--- src/assert_macros.svh ---
// Assertion helper macros shared by the RTL modules.
// Needs nothing else; each module includes it by file name.
`ifndef ASSERT_MACROS_SVH
`define ASSERT_MACROS_SVH

// Same-cycle implication, checked out of reset.
`define ASSERT_IMPLIES(label, clk, rst_n, ante, cons) \
    label: assert property (@(posedge clk) disable iff (!rst_n) (ante) |-> (cons)) \
        else $error("assertion failed: same-cycle implication");

// Next-cycle implication, checked out of reset.
`define ASSERT_NEXT(label, clk, rst_n, ante, cons) \
    label: assert property (@(posedge clk) disable iff (!rst_n) (ante) |=> (cons)) \
        else $error("assertion failed: next-cycle implication");

`endif

--- src/ftda_pkg.sv ---
// Shared constants, types and character codes for the float-to-decimal text block.
// No dependencies.
`timescale 1ns / 1ps

package ftda_pkg;

    localparam int TEXT_LIMIT          = 15;
    localparam int MAX_FRACTION_DIGITS = 7;
    localparam int MAX_RESULTS         = 14;

    localparam int EXP_BIAS   = 127;
    localparam int MANT_BITS  = 23;
    localparam int FRAC_BITS  = MANT_BITS + 1;
    localparam int INT_BITS   = 31;
    localparam int BCD_DIGITS = 10;
    localparam int BCD_W      = BCD_DIGITS * 4;
    localparam int CHAR_W     = 7;

    localparam int DIG_IDX_W  = $clog2(BCD_DIGITS);
    localparam int CNT_W      = $clog2(INT_BITS);
    localparam int FCNT_W     = $clog2(MAX_FRACTION_DIGITS + 1);
    localparam int FIDX_W     = (MAX_FRACTION_DIGITS > 1) ? $clog2(MAX_FRACTION_DIGITS) : 1;

    localparam logic [7:0] EXP_ERR     = 8'(EXP_BIAS + INT_BITS);
    localparam logic [7:0] EXP_INT_ALL = 8'(EXP_BIAS + MANT_BITS);
    localparam logic [7:0] EXP_ONE     = 8'(EXP_BIAS);

    localparam logic [CHAR_W-1:0] CH_ZERO  = 7'h30;
    localparam logic [CHAR_W-1:0] CH_MINUS = 7'h2D;
    localparam logic [CHAR_W-1:0] CH_POINT = 7'h2E;
    localparam logic [CHAR_W-1:0] CH_NONE  = 7'h00;

    typedef logic [BCD_DIGITS-1:0][3:0] bcd_t;
    typedef logic [MAX_FRACTION_DIGITS-1:0][3:0] fdig_t;

    typedef enum logic [1:0] {
        OP_DABBLE  = 2'b01,
        OP_TIMES10 = 2'b10
    } op_t;

    // Unpacked view of one input value
    typedef struct packed {
        logic                 err;
        logic                 sign;
        logic                 frac_zero;
        logic [INT_BITS-1:0]  ip;
        logic [FRAC_BITS-1:0] frac;
    } dec_t;

endpackage

--- src/ftda_decode.sv ---
// Splits a single precision bit pattern into sign, integer part and 24-bit fraction.
// Depends on ftda_pkg.
`timescale 1ns / 1ps

module ftda_decode (
    input  logic [31:0]     value_bits,
    output ftda_pkg::dec_t  dec
);
    import ftda_pkg::*;

    logic [7:0]           ef;
    logic [FRAC_BITS-1:0] mant;
    logic [2:0]           sh_up;
    logic [4:0]           sh_int;
    logic [4:0]           sh_frac;
    logic [7:0]           sh_low;

    assign ef      = value_bits[30:23];
    assign mant    = {1'b1, value_bits[22:0]};
    assign sh_up   = 3'(ef - EXP_INT_ALL);
    assign sh_int  = 5'(EXP_INT_ALL - ef);
    assign sh_frac = 5'(ef - EXP_ONE + 8'd1);
    assign sh_low  = EXP_ONE - 8'd1 - ef;

    always_comb
    begin
        dec.err       = (ef >= EXP_ERR);
        dec.sign      = value_bits[31] & (ef != 8'd0);
        dec.ip        = '0;
        dec.frac      = '0;
        if (ef == 8'd0)
        begin
            dec.sign = 1'b0;
        end
        else if (ef >= EXP_INT_ALL)
        begin
            dec.ip = {{(INT_BITS-FRAC_BITS){1'b0}}, mant} << sh_up;
        end
        else if (ef >= EXP_ONE)
        begin
            dec.ip   = INT_BITS'(mant >> sh_int);
            dec.frac = mant << sh_frac;
        end
        else if (sh_low < 8'(FRAC_BITS))
        begin
            dec.frac = mant >> sh_low;
        end
        dec.frac_zero = (dec.frac == '0);
    end

endmodule

--- src/ftda_step_unit.sv ---
// Shared shift/add unit: one double-dabble step, or one times-ten fraction step.
// Depends on ftda_pkg.
`timescale 1ns / 1ps

module ftda_step_unit (
    input  ftda_pkg::op_t                       op,
    input  ftda_pkg::bcd_t                      bcd_in,
    input  logic [ftda_pkg::INT_BITS-1:0]       bin_in,
    input  logic [ftda_pkg::FRAC_BITS-1:0]      frac_in,
    output ftda_pkg::bcd_t                      bcd_out,
    output logic [ftda_pkg::INT_BITS-1:0]       bin_out,
    output logic [ftda_pkg::FRAC_BITS-1:0]      frac_out,
    output logic [3:0]                          digit
);
    import ftda_pkg::*;

    bcd_t                   corr;
    logic [BCD_W-1:0]       flat;
    logic [FRAC_BITS+3:0]   prod;

    always_comb
    begin
        for (int i = 0; i < BCD_DIGITS; i++)
        begin
            corr[i] = (bcd_in[i] >= 4'd5) ? bcd_in[i] + 4'd3 : bcd_in[i];
        end
    end

    assign flat = corr;
    // x10 as (x << 3) + (x << 1); the top nibble is the next decimal digit
    assign prod = ({4'b0, frac_in} << 3) + ({4'b0, frac_in} << 1);

    always_comb
    begin
        bcd_out  = bcd_in;
        bin_out  = bin_in;
        frac_out = frac_in;
        digit    = 4'd0;
        case (op)
            OP_DABBLE:
            begin
                bcd_out = {flat[BCD_W-2:0], bin_in[INT_BITS-1]};
                bin_out = {bin_in[INT_BITS-2:0], 1'b0};
            end
            OP_TIMES10:
            begin
                digit    = prod[FRAC_BITS+3:FRAC_BITS];
                frac_out = prod[FRAC_BITS-1:0];
            end
            default:
            begin
                digit = 4'd0;
            end
        endcase
    end

endmodule

--- src/float_to_decimal_ascii.sv ---
// Top level: sequencer that turns a single precision value into decimal ASCII text.
// Depends on ftda_pkg, ftda_decode, ftda_step_unit and assert_macros.svh.
//
// Usage:
//   Drive value_bits and raise start; the transfer happens at a clock edge where
//   start is high and busy is low. busy then stays high until the last character
//   has been registered for output.
//   Each character appears on char_code/last_char/range_error for one cycle with
//   char_valid high; the receiver has no way to hold it. last_char marks the end.
//   Magnitudes of 2^31 or more, infinities and NaNs give one character with
//   range_error set, the cycle after the transfer; busy does not rise.
//   Otherwise: a double-dabble pass on the shared step unit, one step per integer
//   bit, then a planning state, one times-ten step per fraction digit (0 to 7
//   fraction digits) and the output of the characters (3 to 14 characters). A new
//   transfer is accepted only once busy is low again. The dabble loop on the
//   shared unit is the longest of these phases.
//   Reset returns the sequencer to idle and drops char_valid; no clearing pass.
`timescale 1ns / 1ps

module float_to_decimal_ascii (
    input  logic                           clk,
    input  logic                           rst_n,
    input  logic                           start,
    output logic                           busy,
    input  logic [31:0]                    value_bits,
    output logic                           char_valid,
    output logic [ftda_pkg::CHAR_W-1:0]    char_code,
    output logic                           last_char,
    output logic                           range_error
);
    import ftda_pkg::*;

`include "assert_macros.svh"

    typedef enum logic [7:0] {
        S_IDLE   = 8'b00000001,
        S_DABBLE = 8'b00000010,
        S_PLAN   = 8'b00000100,
        S_FRAC   = 8'b00001000,
        S_SIGN   = 8'b00010000,
        S_INT    = 8'b00100000,
        S_POINT  = 8'b01000000,
        S_EFRAC  = 8'b10000000
    } state_t;

    state_t                 state_reg, state_next;
    logic [CNT_W-1:0]       cnt_reg, cnt_next;
    logic                   valid_reg, valid_next;

    logic                   sign_reg, sign_next;
    logic                   fzero_reg, fzero_next;
    bcd_t                   bcd_reg, bcd_next;
    logic [INT_BITS-1:0]    bin_reg, bin_next;
    logic [FRAC_BITS-1:0]   frac_reg, frac_next;
    fdig_t                  fdig_reg, fdig_next;
    logic [DIG_IDX_W-1:0]   idx_reg, idx_next;
    logic [FCNT_W-1:0]      fi_reg, fi_next;
    logic [FCNT_W-1:0]      lim_reg, lim_next;
    logic [FCNT_W-1:0]      keep_reg, keep_next;
    logic [CHAR_W-1:0]      char_reg, char_next;
    logic                   last_reg, last_next;
    logic                   err_reg, err_next;

    dec_t                   dec;
    op_t                    op;
    bcd_t                   u_bcd;
    logic [INT_BITS-1:0]    u_bin;
    logic [FRAC_BITS-1:0]   u_frac;
    logic [3:0]             u_digit;

    logic [DIG_IDX_W-1:0]   top;
    logic [FCNT_W-1:0]      lim_c;
    state_t                 first_emit;
    int                     n_pre;
    int                     lim_i;

    ftda_decode u_decode (
        .value_bits (value_bits),
        .dec        (dec)
    );

    assign op = (state_reg == S_FRAC) ? OP_TIMES10 : OP_DABBLE;

    ftda_step_unit u_step (
        .op       (op),
        .bcd_in   (bcd_reg),
        .bin_in   (bin_reg),
        .frac_in  (frac_reg),
        .bcd_out  (u_bcd),
        .bin_out  (u_bin),
        .frac_out (u_frac),
        .digit    (u_digit)
    );

    // Leading nonzero digit; an all-zero integer part still prints one '0'
    always_comb
    begin
        top = '0;
        for (int i = 0; i < BCD_DIGITS; i++)
        begin
            if (bcd_reg[i] != 4'd0)
            begin
                top = DIG_IDX_W'(i);
            end
        end
    end

    // Fraction digit budget from the characters already committed
    always_comb
    begin
        n_pre = int'(sign_reg) + int'(top) + 2;
        lim_i = TEXT_LIMIT - 1 - n_pre;
        if (MAX_RESULTS - n_pre < lim_i)
        begin
            lim_i = MAX_RESULTS - n_pre;
        end
        if (MAX_FRACTION_DIGITS < lim_i)
        begin
            lim_i = MAX_FRACTION_DIGITS;
        end
        if (lim_i < 0)
        begin
            lim_i = 0;
        end
        lim_c = FCNT_W'(lim_i);
    end

    assign first_emit = sign_reg ? S_SIGN : S_INT;

    always_comb
    begin
        state_next = state_reg;
        cnt_next   = cnt_reg;
        valid_next = 1'b0;
        sign_next  = sign_reg;
        fzero_next = fzero_reg;
        bcd_next   = bcd_reg;
        bin_next   = bin_reg;
        frac_next  = frac_reg;
        fdig_next  = fdig_reg;
        idx_next   = idx_reg;
        fi_next    = fi_reg;
        lim_next   = lim_reg;
        keep_next  = keep_reg;
        char_next  = CH_NONE;
        last_next  = 1'b0;
        err_next   = 1'b0;

        case (state_reg)
            S_IDLE:
            begin
                if (start)
                begin
                    if (dec.err)
                    begin
                        valid_next = 1'b1;
                        last_next  = 1'b1;
                        err_next   = 1'b1;
                    end
                    else
                    begin
                        sign_next  = dec.sign;
                        fzero_next = dec.frac_zero;
                        bin_next   = dec.ip;
                        frac_next  = dec.frac;
                        bcd_next   = '0;
                        cnt_next   = CNT_W'(INT_BITS - 1);
                        state_next = S_DABBLE;
                    end
                end
            end
            S_DABBLE:
            begin
                bcd_next = u_bcd;
                bin_next = u_bin;
                cnt_next = cnt_reg - 1'b1;
                if (cnt_reg == '0)
                begin
                    state_next = S_PLAN;
                end
            end
            S_PLAN:
            begin
                idx_next  = top;
                fdig_next = '0;
                fi_next   = '0;
                lim_next  = lim_c;
                keep_next = '0;
                if (fzero_reg)
                begin
                    keep_next  = FCNT_W'(1);
                    state_next = first_emit;
                end
                else if (lim_c == '0)
                begin
                    state_next = first_emit;
                end
                else
                begin
                    state_next = S_FRAC;
                end
            end
            S_FRAC:
            begin
                frac_next = u_frac;
                fdig_next[fi_reg[FIDX_W-1:0]] = u_digit;
                if (u_digit != 4'd0)
                begin
                    keep_next = fi_reg + 1'b1;
                end
                if (fi_reg == lim_reg - 1'b1)
                begin
                    // trailing zeros drop, but one fraction digit stays
                    if ((u_digit == 4'd0) && (keep_reg == '0))
                    begin
                        keep_next = FCNT_W'(1);
                    end
                    fi_next    = '0;
                    state_next = first_emit;
                end
                else
                begin
                    fi_next = fi_reg + 1'b1;
                end
            end
            S_SIGN:
            begin
                valid_next = 1'b1;
                char_next  = CH_MINUS;
                state_next = S_INT;
            end
            S_INT:
            begin
                valid_next = 1'b1;
                char_next  = CH_ZERO + {3'b0, bcd_reg[idx_reg]};
                if (idx_reg == '0)
                begin
                    state_next = S_POINT;
                end
                else
                begin
                    idx_next = idx_reg - 1'b1;
                end
            end
            S_POINT:
            begin
                valid_next = 1'b1;
                char_next  = CH_POINT;
                fi_next    = '0;
                if (keep_reg == '0)
                begin
                    last_next  = 1'b1;
                    state_next = S_IDLE;
                end
                else
                begin
                    state_next = S_EFRAC;
                end
            end
            S_EFRAC:
            begin
                valid_next = 1'b1;
                char_next  = CH_ZERO + {3'b0, fdig_reg[fi_reg[FIDX_W-1:0]]};
                if (fi_reg == keep_reg - 1'b1)
                begin
                    last_next  = 1'b1;
                    state_next = S_IDLE;
                end
                else
                begin
                    fi_next = fi_reg + 1'b1;
                end
            end
            default:
            begin
                state_next = S_IDLE;
            end
        endcase
    end

    always_ff @(posedge clk or negedge rst_n)
    begin
        if (!rst_n)
        begin
            state_reg <= S_IDLE;
            cnt_reg   <= '0;
            valid_reg <= 1'b0;
        end
        else
        begin
            state_reg <= state_next;
            cnt_reg   <= cnt_next;
            valid_reg <= valid_next;
        end
    end

    always_ff @(posedge clk)
    begin
        sign_reg  <= sign_next;
        fzero_reg <= fzero_next;
        bcd_reg   <= bcd_next;
        bin_reg   <= bin_next;
        frac_reg  <= frac_next;
        fdig_reg  <= fdig_next;
        idx_reg   <= idx_next;
        fi_reg    <= fi_next;
        lim_reg   <= lim_next;
        keep_reg  <= keep_next;
        char_reg  <= char_next;
        last_reg  <= last_next;
        err_reg   <= err_next;
    end

    assign busy        = (state_reg != S_IDLE);
    assign char_valid  = valid_reg;
    assign char_code   = char_reg;
    assign last_char   = last_reg;
    assign range_error = err_reg;

    `ASSERT_NEXT(a_err_single, clk, rst_n, start && !busy && dec.err,
                 char_valid && range_error && last_char && !busy)
    `ASSERT_IMPLIES(a_err_blank, clk, rst_n, char_valid && range_error,
                    char_code == CH_NONE)
    `ASSERT_IMPLIES(a_more_busy, clk, rst_n, char_valid && !last_char, busy)
    `ASSERT_NEXT(a_dabble_done, clk, rst_n, (state_reg == S_DABBLE) && (cnt_reg == '0),
                 state_reg == S_PLAN)

endmodule
--- config.mk ---
export PLATFORM = sky130hd
export DESIGN_NAME = float_to_decimal_ascii
export DESIGN_NICKNAME = d
export VERILOG_FILES = /design/src/ftda_pkg.sv /design/src/ftda_decode.sv /design/src/ftda_step_unit.sv /design/src/float_to_decimal_ascii.sv
export VERILOG_INCLUDE_DIRS = /design/src /design/src/src
export SDC_FILE = /design/constraint.sdc
export NUM_CORES = 1
export LEC_CHECK = 0
export BUFFER_PORTS_ARGS = -buffer_cell sky130_fd_sc_hd__buf_2
export CORE_ASPECT_RATIO = 0.9
export CORE_MARGIN = 4
export CORE_UTILIZATION = 45
export DETAILED_ROUTE_END_ITERATION = 6
export PLACE_DENSITY = 0.59
export SYNTH_ARGS = -nofsm -noshare
export SYNTH_HDL_FRONTEND = slang
export SYNTH_SLANG_ARGS = --single-unit
--- constraint.sdc ---
create_clock -name clk -period 4.1 [get_ports clk]
set_clock_uncertainty 0.15 [all_clocks]
set_input_delay 0.41 -clock clk [delete_from_list [all_inputs] [get_ports clk]]
set_output_delay 0.41 -clock clk [all_outputs]
set_load 0.02 [all_outputs]
-- Yosys cells after proc, flatten, opt, wreduce, memory -nomap -nowiden
Cells that the tools add are included.
- flip-flop bits (word level): 161
- bits in latches: 0
- RAM bits: 0
- memory bits (read-only): 0
- memories kept: 0
- add/subtract/negate cells: 26
- $mul: 0
- div/mod/pow operators: 0
- order comparisons: 19
- equality and inequality tests: 23
- shift operators: 4
- muxes and demuxes: 80
- bitwise operators: 2
- reduce and logical (&&, ||, !) cells: 34
- operator list (kind ; count):
    two-way mux 31 bit ; 5
    two-way mux 24 bit ; 6
    two-way mux 40 bit ; 3
    two-way mux 4 bit ; 21
    case mux 40 bit (2 select lines) ; 1
    case mux 8 bit (8 select lines) ; 1
    case mux 31 bit (2 select lines) ; 1
    two-way mux 8 bit ; 7
    case mux 28 bit (2 select lines) ; 1
    two-way mux 55 bit ; 1
    case mux 24 bit (2 select lines) ; 1
    greater-or-equal comparator 4 x 3 -> 1 bit, second input constant ; 10
    nonzero test 4 bit ; 10
    adder 4 x 2 -> 4 bit, second input constant ; 9
    less-than comparator 32 x 1 -> 1 bit, second input constant ; 1
    two-way mux 32 bit ; 1
    << shifter 24 x 3 -> 31 bit ; 1
    right shift 24 x 5 -> 31 bit ; 1
    adder 27 x 25 -> 28 bit ; 1
    bitwise mux 28 bit ; 1
    case mux 7 bit (4 select lines) ; 1
    zero test 24 bit ; 1
    << shifter 24 x 5 -> 24 bit ; 1
    right shift 24 x 8 -> 24 bit ; 1
    other kinds (65) ; 101

-- Longest topological paths before layout
- depth in word-level cells: 21
- mapped depth: 21

-- By module
A second synthesis with hierarchy kept.
- cells, all modules: 1682
- area, all modules: 14667.8 um^2
- by module, submodules not included (module ; instances ; cells an instance ; area each (um^2) ; sequential area each (um^2)):
    float_to_decimal_ascii ; 1 ; 703 ; 7823.8 ; 4655.7
    ftda_decode ; 1 ; 487 ; 3672.3 ; 0.0
    ftda_step_unit ; 1 ; 492 ; 3171.8 ; 0.0

-- Worst setup path after synthesis
Ideal clock, no wire load.
- kind: input port to flip-flop
- from: input port value_bits[24]
- to: register bcd_reg[0] in the netlist's numbering, enable pin
- library setup time: 431 ps
- arrival: 3225 ps
- path slack: 294 ps
- cell stages on the path: 9
- path buffers: 4
- cell sequence: buf_6 > buf_6 > buf_6 > buf_2 > nand2_1 > a21oi_1 > o31ai_1 > nand3_1 > nand2_1
- longest elaborated chain between the ends: 3
- RTL lines (element ; line ; source):
    start: declaration ; float_to_decimal_ascii.sv:25 ; input logic [31:0] value_bits,
    greater-or-equal comparator 8 bit ; ftda_decode.sv:27 ; dec.err = (ef >= EXP_ERR);
    != test 2 bit (no line) ; -- ;
    AND reduction 4 bit (no line) ; -- ;
    end signal: assignment ; float_to_decimal_ascii.sv:301 ; bcd_reg <= bcd_next;
    end: declaration ; float_to_decimal_ascii.sv:52 ; bcd_t bcd_reg, bcd_next;
No other way between the ends.
A chain may end at the register's enable or synchronous reset.

-- Worst setup path after layout
- from: register frac_reg[3]
- to: register keep_reg[0] (data pin)
- longest elaborated chain between the ends: 7
- elaborated cells between the ends (all ways): 9
- those cells by class: add/sub: 1; mux: 5; reduce/logical: 3
- RTL lines (element ; line ; source):
    start: declaration ; float_to_decimal_ascii.sv:54 ; logic [FRAC_BITS-1:0] frac_reg, frac_next;
    start signal: assignment ; float_to_decimal_ascii.sv:303 ; frac_reg <= frac_next;
    adder 27 x 25 -> 28 bit (*) ; ftda_step_unit.sv:31 ; assign prod = ({4'b0, frac_in} << 3) + ({4'b0, frac_in} << 1);
    two-way mux 4 bit (*) ; ftda_step_unit.sv:39 ; case (op)
    nonzero test 4 bit or zero test 4 bit (tied branches) ; float_to_decimal_ascii.sv:207, float_to_decimal_ascii.sv:214 ;
    two-way mux 3 bit or logical AND 1 bit (tied branches) ; float_to_decimal_ascii.sv:207, float_to_decimal_ascii.sv:214 ;
    two-way mux 3 bit ; float_to_decimal_ascii.sv:214 ; if ((u_digit == 4'd0) && (keep_reg == '0))
    two-way mux 3 bit (*) ; float_to_decimal_ascii.sv:211 ; if (fi_reg == lim_reg - 1'b1)
    case mux 3 bit (2 select lines) (*) ; float_to_decimal_ascii.sv:149 ; case (state_reg)
    named net keep_next[0] ; float_to_decimal_ascii.sv:59 ; logic [FCNT_W-1:0] keep_reg, keep_next;
    end signal: assignment ; float_to_decimal_ascii.sv:308 ; keep_reg <= keep_next;
    end: declaration ; float_to_decimal_ascii.sv:59 ;
The timed path passes the listed nets; every way through them passes the cells marked *.

==> metrics.txt <==
status completed; crit path time final 3.774 ns; TritonCTS clock tree built; routability cong. 0.9996; Setup CP Type reg -> reg; syn_area_per_cell 9.365 sq um; ANT nets after route 0; antenna violations before repair 0; first-pass GRT wire length 58.41 mm; final period utilization 92.06%; GRT Resource Usage Total 23.06%; CP max FO 7; Fmax 0.2650 GHz; clock power share 25.7%; cell row count 58; Synth Register Bits 160; DR pass1 iterations 5; Yosys top cell area share 32.07%; ys async rst share 8.750%; Setup Viol. Count Final 0; Flop pwr share 37.2%; setup_tns 0 ns; Max Root-Sink Buffers 2; post-synthesis cell area 0.01292 sq mm; Routed wire per std cell 20.52 um; die width 186.6 um; Netlist cell types 88; worst path bufs/invs 0; slowest stage delay, CP 0.65 ns; CP cell instances ha_1, o21ai_0, o21ai_0, o2111ai_1, a311oi_1, a21boi_1, xnor2_1, a211o_1, mux2_2, o21ai_0; ys flop type edfxtp_1; Pwr Density 454.1 mW/mm^2; Final Hold Viols 0; placed cells 1759; initial DRC count 975; # DRC 0; Vias/cell 6.037; EDFF count, synth 138; sw power 2.367 mW; sequential area share after synthesis 36.02%; Gate power share 37.1%; ant diodes 0; worst vdd ir 0.3233 mV; PortBufs 44; CP Capture Type flip-flop; clock transition at the registers of the reported paths 0.06 ns; CP arrival 3.88 ns; total of max-cap violations 0; largest cells by area after synthesis edfxtp_1 (32%), mux4_2 (6.3%), ha_1 (6.1%); Leakage 5.622 nW; Synthesis Warnings 0; CTS Sinks 160; total power 6.481 mW; Slew HR 25.28%; Die Area 0.03150 sq mm; CTS root buf clkbuf_16; area grow syn2layout 10.43%; core area 0.02816 sq mm; CTS Buf Count 17; Int Pwr 4.114 mW; global route total overflow 0; Critical Path Source Type flip-flop; CP delay by family, top compound AO/OA/AOI/OAI gates; RSZ-0062 raised after global routing no; Detail Placement HPWL 27.60 mm; Non-Filler Instances 1792; I/O pins 46; Critical Path RT 4.21 ns; vias in the first global route 10.21k; final WL 36.77 mm; share of post-route cells with drive strength above 1 14.53%; Starting Density 45.90%; Clock Latency Late Sink 0.42 ns; Sw Share 36.52%; slowest stage cell, crit path xnor2_1; via count 10.82k; worst min path class in -> reg; synthesized net count 1479; Post-synth top cells nand2_1 (173), nor2_1 (165), edfxtp_1 (138), a21oi_1 (95), mux2i_1 (72); H-Tree Level Count 4; Max Slew Vio Count 0; most frequent CP cell o21ai_0; largest net degree at the start of global routing 63; max reg flops 40; Die H 168.8 um; Post-Route Utilization 50.68%; most common cell in the netlist nand2_1; dominant cell type by area after synthesis edfxtp_1; Slew @ Worst Pin 1.118 ns; Syn Inst Count 1380; Final Net Count 1518
-- metal layers --
metal / up-vias / part of all wire [%] / GRT usage, %
li1: 5185 / - / -
met1: 5247 / 50 / 36.02
met2: 346 / 43 / 34.13
met3: 41 / 6.1 / 3.464
met4: 0 / 1.4 / 4.532
met5: - / 0 / 0
-- path summary, 6_finish.rpt --
| kind | start | to | depth (start not counted) | slack [ns] |
|---|---|---|---|---|
| setup / recovery | frac_reg[3] | keep_reg[0] | 10 | 0.33 |
| hold / removal | value_bits[31] | sign_reg | 2 | 0.13 |
| setup reg to reg | frac_reg[3] | keep_reg[0] | 10 | 0.33 |
| hold reg to reg | bin_reg[30] | bcd_reg[0] | 1 | 0.37 |
| max in group asynchronous | rst_n | state_reg[0] | 2 | 3.16 |
| min in group asynchronous | rst_n | state_reg[7] | 2 | 0.33 |
-- layout by cell type (no fill, tap or decap), types with 10 or more instances in the layout --
cell type,Yosys,layout
and2_1,12,12
nor3b_1,14,11
clkbuf_16,0,17
mux2i_1,72,72
mux4_2,36,36
inv_1,52,52
buf_2,11,44
nor3_1,29,29
o221ai_1,11,11
ha_1,63,63
nand2_1,173,172
a21oi_1,95,94
a211oi_1,17,17
o21ai_0,68,68
buf_4,4,46
dfrtp_1,13,13
o211ai_1,11,11
edfxtp_1,138,138
a21o_1,13,13
xor2_1,29,28
a22oi_1,17,17
nor2_1,165,165
o31ai_1,10,10
nand2b_1,21,21
mux2_2,14,14
nand3_1,30,30
xnor2_1,29,29
-- cell families after synthesis --
kind of cell,Yosys count,synth area share (%)
AOI/OAI and AO/OA,334,16.87
and+or+nand+nor,497,17.44
muxes,136,14.72
DFF,160,36.02
buffers and inverters,128,4.483
adders and majority gates,64,6.254
xor gates and xnor gates,60,4.182
other,1,0.02902
-- power by group through the flow --
stage | sequential (mW) | clock, mW | combinational, mW
2_1_floorplan | 2.38 | 0 | 1.72
3_3_place_gp | 2.43 | 0 | 2.35
3_5_place_dp | 2.44 | 0 | 2.37
4_1_cts | 2.41 | 1.70 | 2.39
5_1_grt | 2.45 | 1.77 | 2.68
6_report | 2.41 | 1.67 | 2.40
-- timing repair --
| action | in CTS | in global routing |
|---|---|---|
| endpoints found under the hold margin | 13 | 0 |
| setup endpoints to repair | 0 | 1 |
| gates resized for setup | 0 | 2 |
| setup buffers | 0 | 0 |
| hold buffers | 1 | 0 |
-- cell type report --
class                      count  area, sq um
clock buffer                  21        440.4
timing repair buffer          94        635.6
tap                          360        450.4
multi-input combinational   1092         7722
clock inverter                11        163.9
fill                        2665        13890
inverter                      54        202.7
sequential                   160         4656
-- stage by stage --
step	instance area (sq um)	hold slack, ns	setup slack, ns
after global placement	13650	0.1831	0.3489
after CTS	14260	0.1102	0.2746
after floorplan	12920	-0.03559	0.2943
after detailed placement	13650	0.1922	0.3282
after global routing	14270	0.1115	0.05052
final	14270	0.1311	0.3257
-- worst reg2reg max path, stage by stage, from the launching register on --
cell       delay (ns)
edfxtp_1         0.43
ha_1             0.36
o21ai_0          0.13
o21ai_0          0.33
o2111ai_1        0.23
a311oi_1         0.39
a21boi_1         0.19
xnor2_1          0.65
a211o_1          0.29
mux2_2           0.35
o21ai_0          0.14
Note: power is estimated with default switching activity, not from simulation.
